--- src/olssr_pkg.sv ---
// Shared types and constants for the ordered list store with search and replace.
// Used by the controller, the datapath and the top level; depends on nothing else.
`timescale 1ns / 1ps

package olssr_pkg;

  // Operation codes carried in the action field.
  typedef enum logic [2:0] {
    ACT_APPEND  = 3'd0,
    ACT_REMOVE  = 3'd1,
    ACT_SEARCH  = 3'd2,
    ACT_COUNT   = 3'd3,
    ACT_REPLACE = 3'd4,
    ACT_LIST    = 3'd5,
    ACT_CLEAR   = 3'd6
  } action_t;

  // Result status codes.
  typedef enum logic [1:0] {
    ST_OK       = 2'd0,
    ST_EMPTY    = 2'd1,
    ST_FULL     = 2'd2,
    ST_NOTFOUND = 2'd3
  } status_t;

  // Where the position and word of a result come from.
  typedef enum logic [1:0] {
    SRC_NONE = 2'd0,
    SRC_CUR  = 2'd1,
    SRC_PEND = 2'd2
  } emit_src_t;

  // Controller states.
  typedef enum logic [1:0] {
    S_IDLE = 2'd0,
    S_EXEC = 2'd1,
    S_SCAN = 2'd2,
    S_FIN  = 2'd3
  } state_t;

  // Commands from the controller to the datapath.
  typedef struct packed {
    logic      load_item;
    logic      fill_inc;
    logic      fill_dec;
    logic      fill_clr;
    logic      app_wr;
    logic      rep_wr;
    logic      rd_en;
    logic      rd_first;
    logic      idx_inc;
    logic      hit_set;
    logic      pend_load;
    logic      emit;
    emit_src_t src;
    status_t   status;
    logic      last;
  } ctrl_cmd_t;

  // Status from the datapath to the controller.
  typedef struct packed {
    action_t action;
    logic    full;
    logic    empty;
    logic    match;
    logic    at_end;
    logic    out_free;
    logic    pend_valid;
    logic    hit;
  } dp_stat_t;

endpackage

--- src/olssr_ram.sv ---
// Generic single-write, single-read RAM with a registered read port.
// Stand-alone; no package needed.
`timescale 1ns / 1ps

module olssr_ram #(
  parameter int WIDTH = 32,
  parameter int DEPTH = 16,
  localparam int AW = (DEPTH > 1) ? $clog2(DEPTH) : 1
) (
  input  logic             clk,
  input  logic             wr_en,
  input  logic [AW-1:0]    wr_addr,
  input  logic [WIDTH-1:0] wr_data,
  input  logic             rd_en,
  input  logic [AW-1:0]    rd_addr,
  output logic [WIDTH-1:0] rd_data
);

  logic [WIDTH-1:0] mem [DEPTH];

  // Write port and registered read port.
  always_ff @(posedge clk) begin
    if (wr_en) begin
      mem[wr_addr] <= wr_data;
    end
    if (rd_en) begin
      rd_data <= mem[rd_addr];
    end
  end

endmodule

--- src/olssr_dp.sv ---
// Datapath: item registers, fill count, scan index, entry RAM, match logic,
// pending match and the output register. Depends on olssr_pkg and olssr_ram.
`timescale 1ns / 1ps

module olssr_dp
  import olssr_pkg::*;
#(
  parameter int DEPTH      = 16,
  parameter int DATA_WIDTH = 32
) (
  input  logic               clk,
  input  logic               rst,
  input  ctrl_cmd_t          cmd,
  output dp_stat_t           stat,
  input  logic [2:0]         action,
  input  logic signed [31:0] key_value,
  input  logic signed [31:0] new_value,
  output logic               out_valid,
  input  logic               out_ready,
  output logic [1:0]         status,
  output logic [4:0]         position,
  output logic signed [31:0] data,
  output logic [4:0]         entry_count,
  output logic               last
);

  localparam int AW = (DEPTH > 1) ? $clog2(DEPTH) : 1;
  localparam int CW = $clog2(DEPTH + 1);

  action_t               action_r;
  logic [DATA_WIDTH-1:0] key_r;
  logic [DATA_WIDTH-1:0] new_r;
  logic [CW-1:0]         fill;
  logic [CW-1:0]         fill_next;
  logic [AW-1:0]         idx;
  logic                  hit;
  logic                  pend_valid;
  logic [CW-1:0]         pend_pos;
  logic [DATA_WIDTH-1:0] pend_data;
  logic [DATA_WIDTH-1:0] rd_data;
  logic [CW-1:0]         cur_pos;
  logic                  wr_en;
  logic [AW-1:0]         wr_addr;
  logic [DATA_WIDTH-1:0] wr_data;
  logic [AW-1:0]         rd_addr;
  logic [CW-1:0]         sel_pos;
  logic [DATA_WIDTH-1:0] sel_data;

  // Item registers; words are kept in the low DATA_WIDTH bits.
  always_ff @(posedge clk) begin
    if (cmd.load_item) begin
      action_r <= action_t'(action);
      key_r    <= DATA_WIDTH'(key_value);
      new_r    <= DATA_WIDTH'(new_value);
    end
  end

  // Fill count update.
  always_comb begin
    fill_next = fill;
    if (cmd.fill_clr) begin
      fill_next = '0;
    end else if (cmd.fill_inc) begin
      fill_next = fill + 1'b1;
    end else if (cmd.fill_dec) begin
      fill_next = fill - 1'b1;
    end
  end

  // Control registers: fill count, scan index, replace hit and pending match flag.
  always_ff @(posedge clk) begin
    if (rst) begin
      fill       <= '0;
      idx        <= '0;
      hit        <= 1'b0;
      pend_valid <= 1'b0;
    end else begin
      fill <= fill_next;
      if (cmd.load_item) begin
        idx        <= '0;
        hit        <= 1'b0;
        pend_valid <= 1'b0;
      end else begin
        if (cmd.idx_inc) begin
          idx <= idx + 1'b1;
        end
        if (cmd.hit_set) begin
          hit <= 1'b1;
        end
        if (cmd.pend_load) begin
          pend_valid <= 1'b1;
        end
      end
    end
  end

  // The most recent search match, held back until it is known whether it is the final one.
  always_ff @(posedge clk) begin
    if (cmd.pend_load) begin
      pend_pos  <= cur_pos;
      pend_data <= rd_data;
    end
  end

  assign cur_pos = CW'(idx) + 1'b1;

  // Entry memory: appends write at the tail, replaces write at the scan index.
  assign wr_en   = cmd.app_wr | cmd.rep_wr;
  assign wr_addr = cmd.app_wr ? AW'(fill) : idx;
  assign wr_data = cmd.app_wr ? key_r : new_r;
  assign rd_addr = cmd.rd_first ? '0 : AW'(idx + 1'b1);

  olssr_ram #(
    .WIDTH (DATA_WIDTH),
    .DEPTH (DEPTH)
  ) u_ram (
    .clk     (clk),
    .wr_en   (wr_en),
    .wr_addr (wr_addr),
    .wr_data (wr_data),
    .rd_en   (cmd.rd_en),
    .rd_addr (rd_addr),
    .rd_data (rd_data)
  );

  // Status towards the controller.
  assign stat.action     = action_r;
  assign stat.full       = (fill == CW'(DEPTH));
  assign stat.empty      = (fill == '0);
  assign stat.match      = (rd_data == key_r);
  assign stat.at_end     = (cur_pos == fill);
  assign stat.out_free   = ~out_valid | out_ready;
  assign stat.pend_valid = pend_valid;
  assign stat.hit        = hit;

  // Result source selection.
  always_comb begin
    unique case (cmd.src)
      SRC_CUR: begin
        sel_pos  = cur_pos;
        sel_data = rd_data;
      end
      SRC_PEND: begin
        sel_pos  = pend_pos;
        sel_data = pend_data;
      end
      default: begin
        sel_pos  = '0;
        sel_data = '0;
      end
    endcase
  end

  // Output register; the controller only loads it when it is free.
  always_ff @(posedge clk) begin
    if (rst) begin
      out_valid <= 1'b0;
    end else if (cmd.emit) begin
      out_valid <= 1'b1;
    end else if (out_ready) begin
      out_valid <= 1'b0;
    end
  end

  always_ff @(posedge clk) begin
    if (cmd.emit) begin
      status      <= cmd.status;
      position    <= 5'(sel_pos);
      data        <= 32'(signed'(sel_data));
      entry_count <= 5'(fill_next);
      last        <= cmd.last;
    end
  end

endmodule

--- src/olssr_ctrl.sv ---
// Controller state machine: decodes the action, steps the scan and issues
// results. Depends on olssr_pkg.
`timescale 1ns / 1ps

module olssr_ctrl
  import olssr_pkg::*;
(
  input  logic      clk,
  input  logic      rst,
  input  logic      in_valid,
  output logic      in_ready,
  input  dp_stat_t  stat,
  output ctrl_cmd_t cmd
);

  state_t state;
  state_t state_next;

  // State register.
  always_ff @(posedge clk) begin
    if (rst) begin
      state <= S_IDLE;
    end else begin
      state <= state_next;
    end
  end

  // Next state and commands.
  always_comb begin
    state_next = state;
    cmd        = '0;
    in_ready   = 1'b0;
    unique case (state)
      S_IDLE: begin
        in_ready = 1'b1;
        if (in_valid) begin
          cmd.load_item = 1'b1;
          state_next    = S_EXEC;
        end
      end

      S_EXEC: begin
        cmd.last = 1'b1;
        unique case (stat.action)
          ACT_APPEND: begin
            if (stat.out_free) begin
              cmd.emit   = 1'b1;
              state_next = S_IDLE;
              if (stat.full) begin
                cmd.status = ST_FULL;
              end else begin
                cmd.app_wr   = 1'b1;
                cmd.fill_inc = 1'b1;
                cmd.status   = ST_OK;
              end
            end
          end
          ACT_REMOVE: begin
            if (stat.out_free) begin
              cmd.emit   = 1'b1;
              state_next = S_IDLE;
              if (stat.empty) begin
                cmd.status = ST_EMPTY;
              end else begin
                cmd.fill_dec = 1'b1;
                cmd.status   = ST_OK;
              end
            end
          end
          ACT_SEARCH, ACT_REPLACE, ACT_LIST: begin
            if (stat.empty) begin
              if (stat.out_free) begin
                cmd.emit   = 1'b1;
                cmd.status = ST_EMPTY;
                state_next = S_IDLE;
              end
            end else begin
              cmd.rd_en    = 1'b1;
              cmd.rd_first = 1'b1;
              state_next   = S_SCAN;
            end
          end
          ACT_CLEAR: begin
            if (stat.out_free) begin
              cmd.fill_clr = 1'b1;
              cmd.emit     = 1'b1;
              cmd.status   = ST_OK;
              state_next   = S_IDLE;
            end
          end
          default: begin
            // Count and the unused code leave the store as it is.
            if (stat.out_free) begin
              cmd.emit   = 1'b1;
              cmd.status = ST_OK;
              state_next = S_IDLE;
            end
          end
        endcase
      end

      S_SCAN: begin
        // The word at the scan index is on the RAM output in this state.
        logic proceed;
        proceed = 1'b1;
        unique case (stat.action)
          ACT_SEARCH: begin
            if (stat.match && stat.pend_valid) begin
              proceed = stat.out_free;
            end
            if (proceed && stat.match) begin
              cmd.pend_load = 1'b1;
              if (stat.pend_valid) begin
                cmd.emit   = 1'b1;
                cmd.src    = SRC_PEND;
                cmd.status = ST_OK;
              end
            end
          end
          ACT_LIST: begin
            proceed = stat.out_free;
            if (proceed) begin
              cmd.emit   = 1'b1;
              cmd.src    = SRC_CUR;
              cmd.status = ST_OK;
              cmd.last   = stat.at_end;
            end
          end
          default: begin
            // Replace overwrites each match in place.
            if (stat.match) begin
              cmd.rep_wr  = 1'b1;
              cmd.hit_set = 1'b1;
            end
          end
        endcase
        if (proceed) begin
          if (stat.at_end) begin
            state_next = (stat.action == ACT_LIST) ? S_IDLE : S_FIN;
          end else begin
            cmd.rd_en   = 1'b1;
            cmd.idx_inc = 1'b1;
          end
        end
      end

      S_FIN: begin
        if (stat.out_free) begin
          cmd.emit   = 1'b1;
          cmd.last   = 1'b1;
          state_next = S_IDLE;
          if (stat.action == ACT_SEARCH) begin
            if (stat.pend_valid) begin
              cmd.src    = SRC_PEND;
              cmd.status = ST_OK;
            end else begin
              cmd.status = ST_NOTFOUND;
            end
          end else begin
            cmd.status = stat.hit ? ST_OK : ST_NOTFOUND;
          end
        end
      end

      default: begin
        state_next = S_IDLE;
      end
    endcase
  end

endmodule

--- src/ordered_list_store_search_replace_top.sv ---
// Channel   Handshake              Payload
// input     in_valid / in_ready    action, key_value, new_value
// output    out_valid / out_ready  status, position, data, entry_count, last
//
// One item is worked on at a time. Append, remove, count and clear give their
// result straight from the execute state. Search, replace and list scan the
// stored entries, visiting each once, since the entry RAM has a single registered
// read port; search and replace then give their final result from the finish state.
// Reset clears the fill count; the entry RAM needs no clearing. A held result
// stalls the scan only when a further result is due; the next item is taken
// while the last result still waits in the output register.
// Top level of the ordered list store; depends on olssr_pkg, olssr_ctrl and olssr_dp.
`timescale 1ns / 1ps

module ordered_list_store_search_replace_top
  import olssr_pkg::*;
#(
  parameter int DEPTH      = 16,
  parameter int DATA_WIDTH = 32
) (
  input  logic               clk,
  input  logic               rst,
  input  logic               in_valid,
  output logic               in_ready,
  input  logic [2:0]         action,
  input  logic signed [31:0] key_value,
  input  logic signed [31:0] new_value,
  output logic               out_valid,
  input  logic               out_ready,
  output logic [1:0]         status,
  output logic [4:0]         position,
  output logic signed [31:0] data,
  output logic [4:0]         entry_count,
  output logic               last
);

  ctrl_cmd_t cmd;
  dp_stat_t  stat;

  // Controller.
  olssr_ctrl u_ctrl (
    .clk      (clk),
    .rst      (rst),
    .in_valid (in_valid),
    .in_ready (in_ready),
    .stat     (stat),
    .cmd      (cmd)
  );

  // Datapath.
  olssr_dp #(
    .DEPTH      (DEPTH),
    .DATA_WIDTH (DATA_WIDTH)
  ) u_dp (
    .clk         (clk),
    .rst         (rst),
    .cmd         (cmd),
    .stat        (stat),
    .action      (action),
    .key_value   (key_value),
    .new_value   (new_value),
    .out_valid   (out_valid),
    .out_ready   (out_ready),
    .status      (status),
    .position    (position),
    .data        (data),
    .entry_count (entry_count),
    .last        (last)
  );

endmodule

--- config.mk ---
export PLATFORM = sky130hd
export DESIGN_NAME = ordered_list_store_search_replace_top
export DESIGN_NICKNAME = d
export VERILOG_FILES = /design/src/olssr_pkg.sv /design/src/olssr_ram.sv /design/src/olssr_dp.sv /design/src/olssr_ctrl.sv /design/src/ordered_list_store_search_replace_top.sv
export SDC_FILE = /design/constraint.sdc
export NUM_CORES = 1
export LEC_CHECK = 0
export BUFFER_PORTS_ARGS = -buffer_cell sky130_fd_sc_hd__buf_2
export CORE_ASPECT_RATIO = 0.9
export CORE_UTILIZATION = 50
export DETAILED_ROUTE_END_ITERATION = 12
export PLACE_DENSITY_LB_ADDON = 0.08
export SKIP_CTS_REPAIR_TIMING = 1
export SLEW_MARGIN = 20
export SYNTH_ARGS = -nofsm -noshare
export SYNTH_HDL_FRONTEND = slang
export SYNTH_SLANG_ARGS = --single-unit
--- constraint.sdc ---
create_clock -name clk -period 11.9 [get_ports clk]
set_input_delay 2.975 -clock clk [delete_from_list [all_inputs] [get_ports clk]]
set_output_delay 2.975 -clock clk [all_outputs]
set_load 0.02 [all_outputs]
=== Word-level counts from Yosys, hierarchy flattened ===
Memory sizes are Yosys's and may differ from the RTL's. A register that Yosys moved wholly into a read port is not among the register bits.
Cells that the tools add are included.

* Bits in registers: 163
* RAM bits: 512
* Memories kept: 1

{| class="wikitable"
|+ Memories
! name !! words !! width !! rd ports !! clocked after Yosys merged registers in !! write ports !! line !! text
|-
| u_dp.u_ram.mem || 16 || 32 || 1 || 1 || 1 || olssr_ram.sv:19 || <nowiki>logic [WIDTH-1:0] mem [DEPTH];</nowiki>
|}

* Add/sub/neg operators: 4
* Eq/ne operators: 16
* Mux-type cells: 71
* Bitwise operators: 3
* Reductions and logical operators: 10

{| class="wikitable"
|+ Operators by type and width
! cell !! count
|-
| 32-bit one-hot mux with 2 select lines || 1
|-
| 2-bit 2-to-1 mux || 17
|-
| 32-bit equality test || 1
|-
| 1-bit 2-to-1 mux || 32
|-
| 32-bit 2-to-1 mux || 1
|-
| 5-bit 2-to-1 mux || 4
|-
| 5-bit one-hot mux with 2 select lines || 2
|-
| 6-bit 2-to-1 mux || 3
|-
| 4-bit 2-to-1 mux || 3
|-
| 3-bit equality test (second input constant) || 3
|-
| 3-bit one-hot mux with 3 select lines || 1
|-
| 2-bit one-hot mux with 4 select lines || 1
|-
| 2-bit equality test (second input constant) || 3
|-
| 2-bit one-hot mux with 3 select lines || 1
|-
| 4-bit by 1-bit adder with 5-bit output (second input constant) || 1
|-
| 5-bit by 1-bit adder with 5-bit output (second input constant) || 1
|-
| 5-bit equality test || 1
|-
| 5-bit equality test (second input constant) || 1
|-
| 5-bit zero test || 1
|-
| 5-bit by 1-bit subtractor with 5-bit output (second input constant) || 1
|-
| 4-bit by 1-bit adder with 4-bit output (second input constant) || 1
|-
| 2-bit by 1-bit equality test with 1-bit output (second input constant) || 2
|-
| 2-bit by 1-bit != test with 1-bit output (second input constant) || 2
|-
| 1-bit one-hot mux with 2 select lines || 2
|-
| 15 further kinds || 18
|}

=== Logic depth before layout (Yosys ltp) ===
Gate-level depths: netlist of run 1.

* Word-level depth: 11
* Depth in mapped cells: 11

=== By module ===
A second synthesis of run 1 with hierarchy kept.

* Cells, all modules: 1319
* Area, all modules: 27157.3 sq um

{| class="wikitable"
|+ By module, submodules not included
! module !! times used !! cells an instance !! area an instance (sq um) !! seq. area each (sq um)
|-
| olssr_ram || 1 || 838 || 20155.6 || 16335.7
|-
| olssr_dp || 1 || 410 || 6468.7 || 4714.5
|-
| olssr_ctrl || 1 || 71 || 533.0 || 40.0
|}

=== Least setup slack after synthesis of run 1 ===
OpenSTA, ideal clock, no wires.

* Kind: input port to flip-flop
* From: in out_ready
* To: reg u_dp.data[0], enable pin
* Setup time: 462 ps
* Arrival: 5881 ps
* Data required time: 11438 ps
* Slack: 5557 ps
* Stages on the path: 5
* Path buffers: 1
* Path through: nand2b_1 -> clkbuf_1 -> and3_1 -> a21oi_1 -> a21oi_1

{| class="wikitable"
|+ RTL lines
! element !! line !! text
|-
| start, declared || ordered_list_store_search_replace_top.sv:29 || <nowiki>input logic out_ready,</nowiki>
|-
| end signal, assigned || olssr_dp.sv:169 || <nowiki>data <= 32'(signed'(sel_data));</nowiki>
|-
| end, declared || olssr_dp.sv:22 || <nowiki>output logic signed [31:0] data,</nowiki>
|}

=== Worst setup path in the final report of run 1 ===
* From: in out_ready
* To: mem u_dp.u_ram.mem[15][19], enable pin

* Longest elaborated chain between the ends: 7
* Elaborated cells on any way between the ends: 8
* Classes of those cells: 6 x mux; 2 x bitwise

{| class="wikitable"
|+ RTL lines
! element !! line !! text
|-
| 1-bit OR (*) || olssr_dp.sv:132 || <nowiki>assign stat.out_free = ~out_valid | out_ready;</nowiki>
|-
| 1-bit 2-to-1 mux (*) || olssr_ctrl.sv:46 || <nowiki>if (stat.out_free) begin</nowiki>
|-
| 1-bit 2-to-1 mux (*) || olssr_ctrl.sv:44 || <nowiki>unique case (stat.action)</nowiki>
|-
| 4-bit 2-to-1 mux (*) || olssr_ctrl.sv:33 || <nowiki>unique case (state)</nowiki>
|-
| 1-bit OR || olssr_dp.sv:108 || <nowiki>assign wr_en = cmd.app_wr | cmd.rep_wr;</nowiki>
|-
| 1-bit 2-to-1 mux || olssr_ram.sv:23 || <nowiki>if (wr_en) begin</nowiki>
|-
| 1-bit 2-to-1 mux (not written as such) || olssr_ram.sv:24 || <nowiki>mem[wr_addr] <= wr_data;</nowiki>
|-
| end, declared || olssr_ram.sv:19 ||
|}

Every way passes the cells marked *; elsewhere a longest branch is shown, timed or not.

==> flow_metrics.env, run 1 <==
export IMPL_cp_max_fo=32
export IMPL_tightest_slew_ps=1140
export IMPL_synth_edf_count=693
export IMPL_crit_path_end_kind="register"
export IMPL_worstPathArrival_ps=5860
export IMPL_grt_pass1_vias=15000
export IMPL_seqPwrFrac_pct=54.8
export IMPL_instances_no_fill=2576
export IMPL_rr_worst_depth=6
export IMPL_outcome="completed"
export IMPL_start_util_pct=51.1
export IMPL_required_ps=12170
export IMPL_seq_area_frac_synth_pct=75.5
export IMPL_clkTransAtPathRegs_ps=60
export IMPL_layout_setup_ws_ps=6310
export IMPL_min_to="u_dp.hit"
export IMPL_drive_above_1_share_pct=17.4
export IMPL_slowest_delay_ps=720
export IMPL_finalPower_uw=5150
export IMPL_firstDrtPassIters=5
export IMPL_final_core_util_pct=57.9
export IMPL_tns_ps=0
export IMPL_ys_types=69
export IMPL_yosysWarnings=0
export IMPL_intPower_uw=4120
export IMPL_start_kind="primary input"
export IMPL_power_frac_comb_pct=3.1
export IMPL_grt_pass1_wl_um=98100
export IMPL_crit_type="in -> reg"
export IMPL_critical_path_slowest_cell="a31oi_1"
export IMPL_clockBufferDepth=3
export IMPL_slew_violations=0
export IMPL_r2r_start="u_dp.u_ram.rd_data[9]"
export IMPL_area_growth_pct=13.4
export IMPL_timing_fmax_mhz=179
export IMPL_dr_first_iter_drc_count=1415
export IMPL_grt_usage_pct=23.9
export IMPL_routed_via_density=6.01
export IMPL_die_w_um=251
export IMPL_reg2reg_to="u_dp.u_ram.rd_data[18]"
export IMPL_routed_wl_um=67200
export IMPL_async_flop_share_pct=0
export IMPL_antenna_found_initial=3
export IMPL_placed_cells=2449
export IMPL_clock_skew_ps=19.5
export IMPL_clock_sinks=707
export IMPL_wire_per_inst_um=26.1
export IMPL_cts_tree="done"
export IMPL_hpwl_um=37300
export IMPL_clock_latency_ps=600
export IMPL_rows=81
export IMPL_whs_path_depth=1
export IMPL_p_switching_uw=1040
export IMPL_setup_violations=0
export IMPL_p_sw_share_pct=20.1
export IMPL_grt_ovfl_total=0
export IMPL_die_y_um=226
export IMPL_io_buffers=117
export IMPL_final_antenna_net_count=0
export IMPL_pwr_density_cell_mw_per_mm2=163
export IMPL_routabilityCongestion=0.813
export IMPL_coreArea_mm2=0.0547
export IMPL_vias=15500
export IMPL_pre_cts_ws_ps=5770
export IMPL_path_cells="buf_2 > nand2b_1 > nand4b_1 > nor2_4 > nor2_1 > a31oi_1 > nor2_4 > buf_4"
export IMPL_drc=0
export IMPL_rrSetupSlack_ps=7400
export IMPL_clkPwrFrac_pct=42.1
export IMPL_post_route_period_util_pct=46.9
export IMPL_nets=1899
export IMPL_synth_cells=1697
export IMPL_cap_violations=0
export IMPL_final_common_cell="edfxtp_1"
export IMPL_min_from="u_dp.hit"
export IMPL_syn_area_mm2=0.0279
export IMPL_synth_ff_type="edfxtp_1"
export IMPL_diodes=0
export IMPL_cts_buffers=72
export IMPL_final_cell_mix="693 x edfxtp_1, 139 x nand2_1, 129 x mux2i_1"
export IMPL_irDropWorstVdd_uv=101
export IMPL_final_hold_viol_count=0
export IMPL_die_area_mm2=0.0568
export IMPL_h_tree_depth=3
export IMPL_max_slew_margin_pct=23.1
export IMPL_grt_max_degree=70
export IMPL_period_minus_slack_ps=5590
export IMPL_syn_nets=1777
export IMPL_pin_count=118
export IMPL_rsz0062_at_grt="false"
export IMPL_cts_root_buf="clkbuf_16"
export IMPL_p_leak_uw=0.00987
export IMPL_syn_avg_cell_area_um2=16.5
export IMPL_hold_class="reg -> reg"
export IMPL_synth_seq_cells=707
export IMPL_crit_path_frequent_cell="nor2_4"
critical path: cells and delay by family:
family / cells / cell delay (ps)
buf+inv: 2 / 440
simple gates: 5 / 1680
compound gates: 1 / 720
cell families after synthesis:
kind of cell             share of synthesized area [%]
AO/OA/AOI/OAI                                     8.32
XOR/XNOR                                          1.34
adder cells (fa/ha/maj)                          0.403
buffers and inverters                             1.94
flip-flops                                        75.5
multiplexers                                      6.15
AND/OR/NAND/NOR                                   6.38
Yosys cell counts (12+ instances only):
cell type | instances | area share (%)
nor2_1 | 73 | 0.98
a2111oi_0 | 30 | 0.94
nand2_1 | 140 | 1.9
nor4_1 | 13 | 0.29
buf_2 | 34 | 0.61
o221a_1 | 28 | 1.1
a211oi_1 | 32 | 0.86
a22oi_1 | 41 | 1.1
o211ai_1 | 33 | 0.89
mux2i_1 | 129 | 4.6
nor3_1 | 15 | 0.27
xor2_1 | 34 | 1.1
a21oi_1 | 12 | 0.21
clkbuf_1 | 56 | 0.75
mux2_2 | 34 | 1.4
nor2b_1 | 38 | 0.85
edfxtp_1 | 693 | 74
inv_1 | 16 | 0.21
nand3_1 | 66 | 1.2
o221ai_1 | 31 | 0.97
dfxtp_1 | 14 | 1.0
a41o_1 | 31 | 1.1
layer usage:
layer	track usage, %	wire, um
met3	4.55	4460
met2	37.2	30700
met4	5.61	990
met5	0	0
met1	35.0	31000
power by group through the flow:
stage / logic (uW) / registers, uW / clock network (uW)
3_5_place_dp: 160 / 2880 / 0
5_1_grt: 173 / 2830 / 2300
6_report: 159 / 2830 / 2170
3_3_place_gp: 153 / 2880 / 0
2_1_floorplan: 78.9 / 2880 / 0
4_1_cts: 161 / 2820 / 2210
flip-flops by register name (all words and copies together) (netlist names), 2 cells and up:
name,flops
u_dp.data,32
u_dp.idx,4
u_dp.pend_pos,5
u_dp.action_r,3
u_dp.entry_count,5
u_dp.new_r,32
u_dp.status,2
u_dp.u_ram.mem,512
u_dp.fill,5
u_dp.pend_data,32
u_dp.position,5
u_ctrl.state,2
u_dp.key_r,32
u_dp.u_ram.rd_data,32
cell type report:
class	count	area, um2
Sequential cell	707	21100
Timing Repair Buffer	154	883
Tap cell	705	882
Fill cell	4162	23000
Inverter	17	63.8
Clock inverter	36	298
Clock buffer	90	1960
Multi-Input combinational cell	867	6490
stage by stage:
stage          instance area, um2  hold slack, ps
2_1_floorplan               27900             437
3_3_place_gp                29400             458
3_5_place_dp                29400             460
4_1_cts                     31600             475
5_1_grt                     31700             487
6_report                    31700             474
how the worst max path moves through the flow:
stage / slack [ps] / to / depth (start not counted) / startpoint
6_report: 6310 / u_dp.u_ram.mem[15][19] / 8 / out_ready
5_1_grt: 6130 / u_dp.u_ram.mem[13][4] / 7 / out_ready
4_1_cts: 6390 / u_dp.u_ram.mem[12][10] / 7 / out_ready
3_5_place_dp: 5770 / u_dp.u_ram.mem[15][10] / 7 / out_ready
3_3_place_gp: 5820 / u_dp.u_ram.mem[12][10] / 7 / out_ready
2_1_floorplan: 5560 / u_dp.data[0] / 5 / out_ready
No activity file was read; power rests on OpenSTA's default activity.
==> run 2, diff against run 1 <==
==> constraint.sdc (replaced) <==
create_clock -name clk -period 4.8 [get_ports clk]
set_input_delay 1.2 -clock clk [delete_from_list [all_inputs] [get_ports clk]]
set_output_delay 1.2 -clock clk [all_outputs]
set_load 0.02 [all_outputs]
==> flow_metrics.env, run 2 (same netlist as run 1, synthesis figures left out) <==
export IMPL_dr_first_iter_drc_count=1297
export IMPL_finalPower_uw=13000
export IMPL_drc=0
export IMPL_start_util_pct=51.1
export IMPL_cts_tree="done"
export IMPL_met3_usage_pct=6.31
export IMPL_grt_usage_pct=24.3
export IMPL_rows=81
export IMPL_grt_pass1_vias=15400
export IMPL_firstDrtPassIters=5
export IMPL_final_core_util_pct=58.6
export IMPL_regArea_mm2=0.0211
export IMPL_rsz0062_at_grt="false"
export IMPL_post_route_period_util_pct=80.5
export IMPL_instances_no_fill=2611
export IMPL_pin_count=118
export IMPL_clockBufferDepth=3
export IMPL_final_hold_viol_count=0
export IMPL_area_growth_pct=14.7
export IMPL_outcome="completed"
export IMPL_start_kind="register"
export IMPL_crit_path_end_kind="register"
export IMPL_routabilityCongestion=0.863
export IMPL_largest_reg_flops=512
export IMPL_final_antenna_net_count=0
export IMPL_routed_via_density=6.04
export IMPL_vias=15800
export IMPL_cts_root_buf="clkbuf_16"
export IMPL_coreArea_mm2=0.0547
export IMPL_io_buffers=117
export IMPL_clock_skew_ps=18.5
export IMPL_tightest_slew_ps=1130
export IMPL_drive_above_1_share_pct=19.0
export IMPL_period_minus_slack_ps=3860
export IMPL_wire_per_inst_um=26.2
export IMPL_max_slew_margin_pct=24.6
export IMPL_die_y_um=226
export IMPL_antenna_found_initial=5
export IMPL_met1_usage_pct=35.7
export IMPL_cts_buffers=73
export IMPL_multi_input_area_mm2=0.00650
export IMPL_h_tree_depth=3
export IMPL_final_common_cell="edfxtp_1"
export IMPL_clock_latency_ps=610
export IMPL_setup_violations=0
export IMPL_fillers=4194
export IMPL_crit_type="reg -> reg"
export IMPL_cp_max_fo=25
export IMPL_die_area_mm2=0.0568
export IMPL_hpwl_um=42300
export IMPL_nets=1929
export IMPL_pwr_density_cell_mw_per_mm2=406
export IMPL_grt_ovfl_total=0
export IMPL_final_area_mm2=0.0321
export IMPL_hold_class="reg -> reg"
export IMPL_irDropWorstVdd_uv=296
export IMPL_clock_sinks=707
export IMPL_final_cell_mix="693 x edfxtp_1, 139 x nand2_1, 129 x mux2i_1"
export IMPL_top_register="u_dp.u_ram.mem"
export IMPL_routed_wl_um=68400
export IMPL_tns_ps=0
export IMPL_placed_cells=2478
export IMPL_grt_use_met2_pct=35.7
export IMPL_required_ps=5120
export IMPL_grt_busiest_layer="met2"
export IMPL_clkTransAtPathRegs_ps=60
export IMPL_grt_max_degree=114
export IMPL_slew_violations=0
export IMPL_grt_pass1_wl_um=99800
export IMPL_die_w_um=251
export IMPL_cap_violations=0
export IMPL_placed_cell_area_mm2=0.0297
export IMPL_timing_fmax_mhz=259
export IMPL_p_leak_uw=0.0101
export IMPL_worstPathArrival_ps=4180
run 2: power breakdown:
| group | switching (uW) | internal (uW) | leakage (uW) |
|---|---|---|---|
| clock network | 2300 | 3280 | 0.00115 |
| registers | 56.4 | 6940 | 0.00636 |
| logic | 330 | 111 | 0.00257 |
run 2: final timing paths:
path | startpoint | end | slack [ps] | cells after the start
max | u_dp.u_ram.rd_data[20] | u_dp.u_ram.mem[9][10] | 940 | 7
min | u_dp.hit | u_dp.hit | 480 | 1
max reg2reg | u_dp.u_ram.rd_data[20] | u_dp.u_ram.mem[9][10] | 940 | 7
min reg2reg | u_dp.hit | u_dp.hit | 480 | 1
run 2: cell type report:
class / count / area share [%]
Timing Repair Buffer: 183 / 3.67
Sequential cell: 707 / 65.8
Inverter: 17 / 0.199
Multi-Input combinational cell: 867 / 20.3
Antenna cell: 1 / 0.00781
Clock inverter: 38 / 1.16
Tap cell: 705 / 2.75
Clock buffer: 93 / 6.13
run 2: stage by stage:
step / setup slack, ps / hold slack, ps
floorplan: 232 / 437
global placement: 741 / 455
global route: 734 / 509
finish: 935 / 479
detailed placement: 633 / 459
CTS: 840 / 472
run 2: worst max-delay path, stage by stage, from the launching register on:
cell and delay (ps):
edfxtp_1 420, xor2_1 220, nor4_1 560, nand4_1 340, nor3_1 360, a31oi_1 390, nor2_4 980, buf_4 290
run 2: per-layer routing:
metal / wire, um / up-vias / share of wire (%)
met5: 0 / - / 0
met4: 1460 / 0 / 2.1
met3: 5470 / 101 / 8.0
li1: - / 7061 / -
met1: 31500 / 8035 / 46
met2: 30000 / 574 / 44
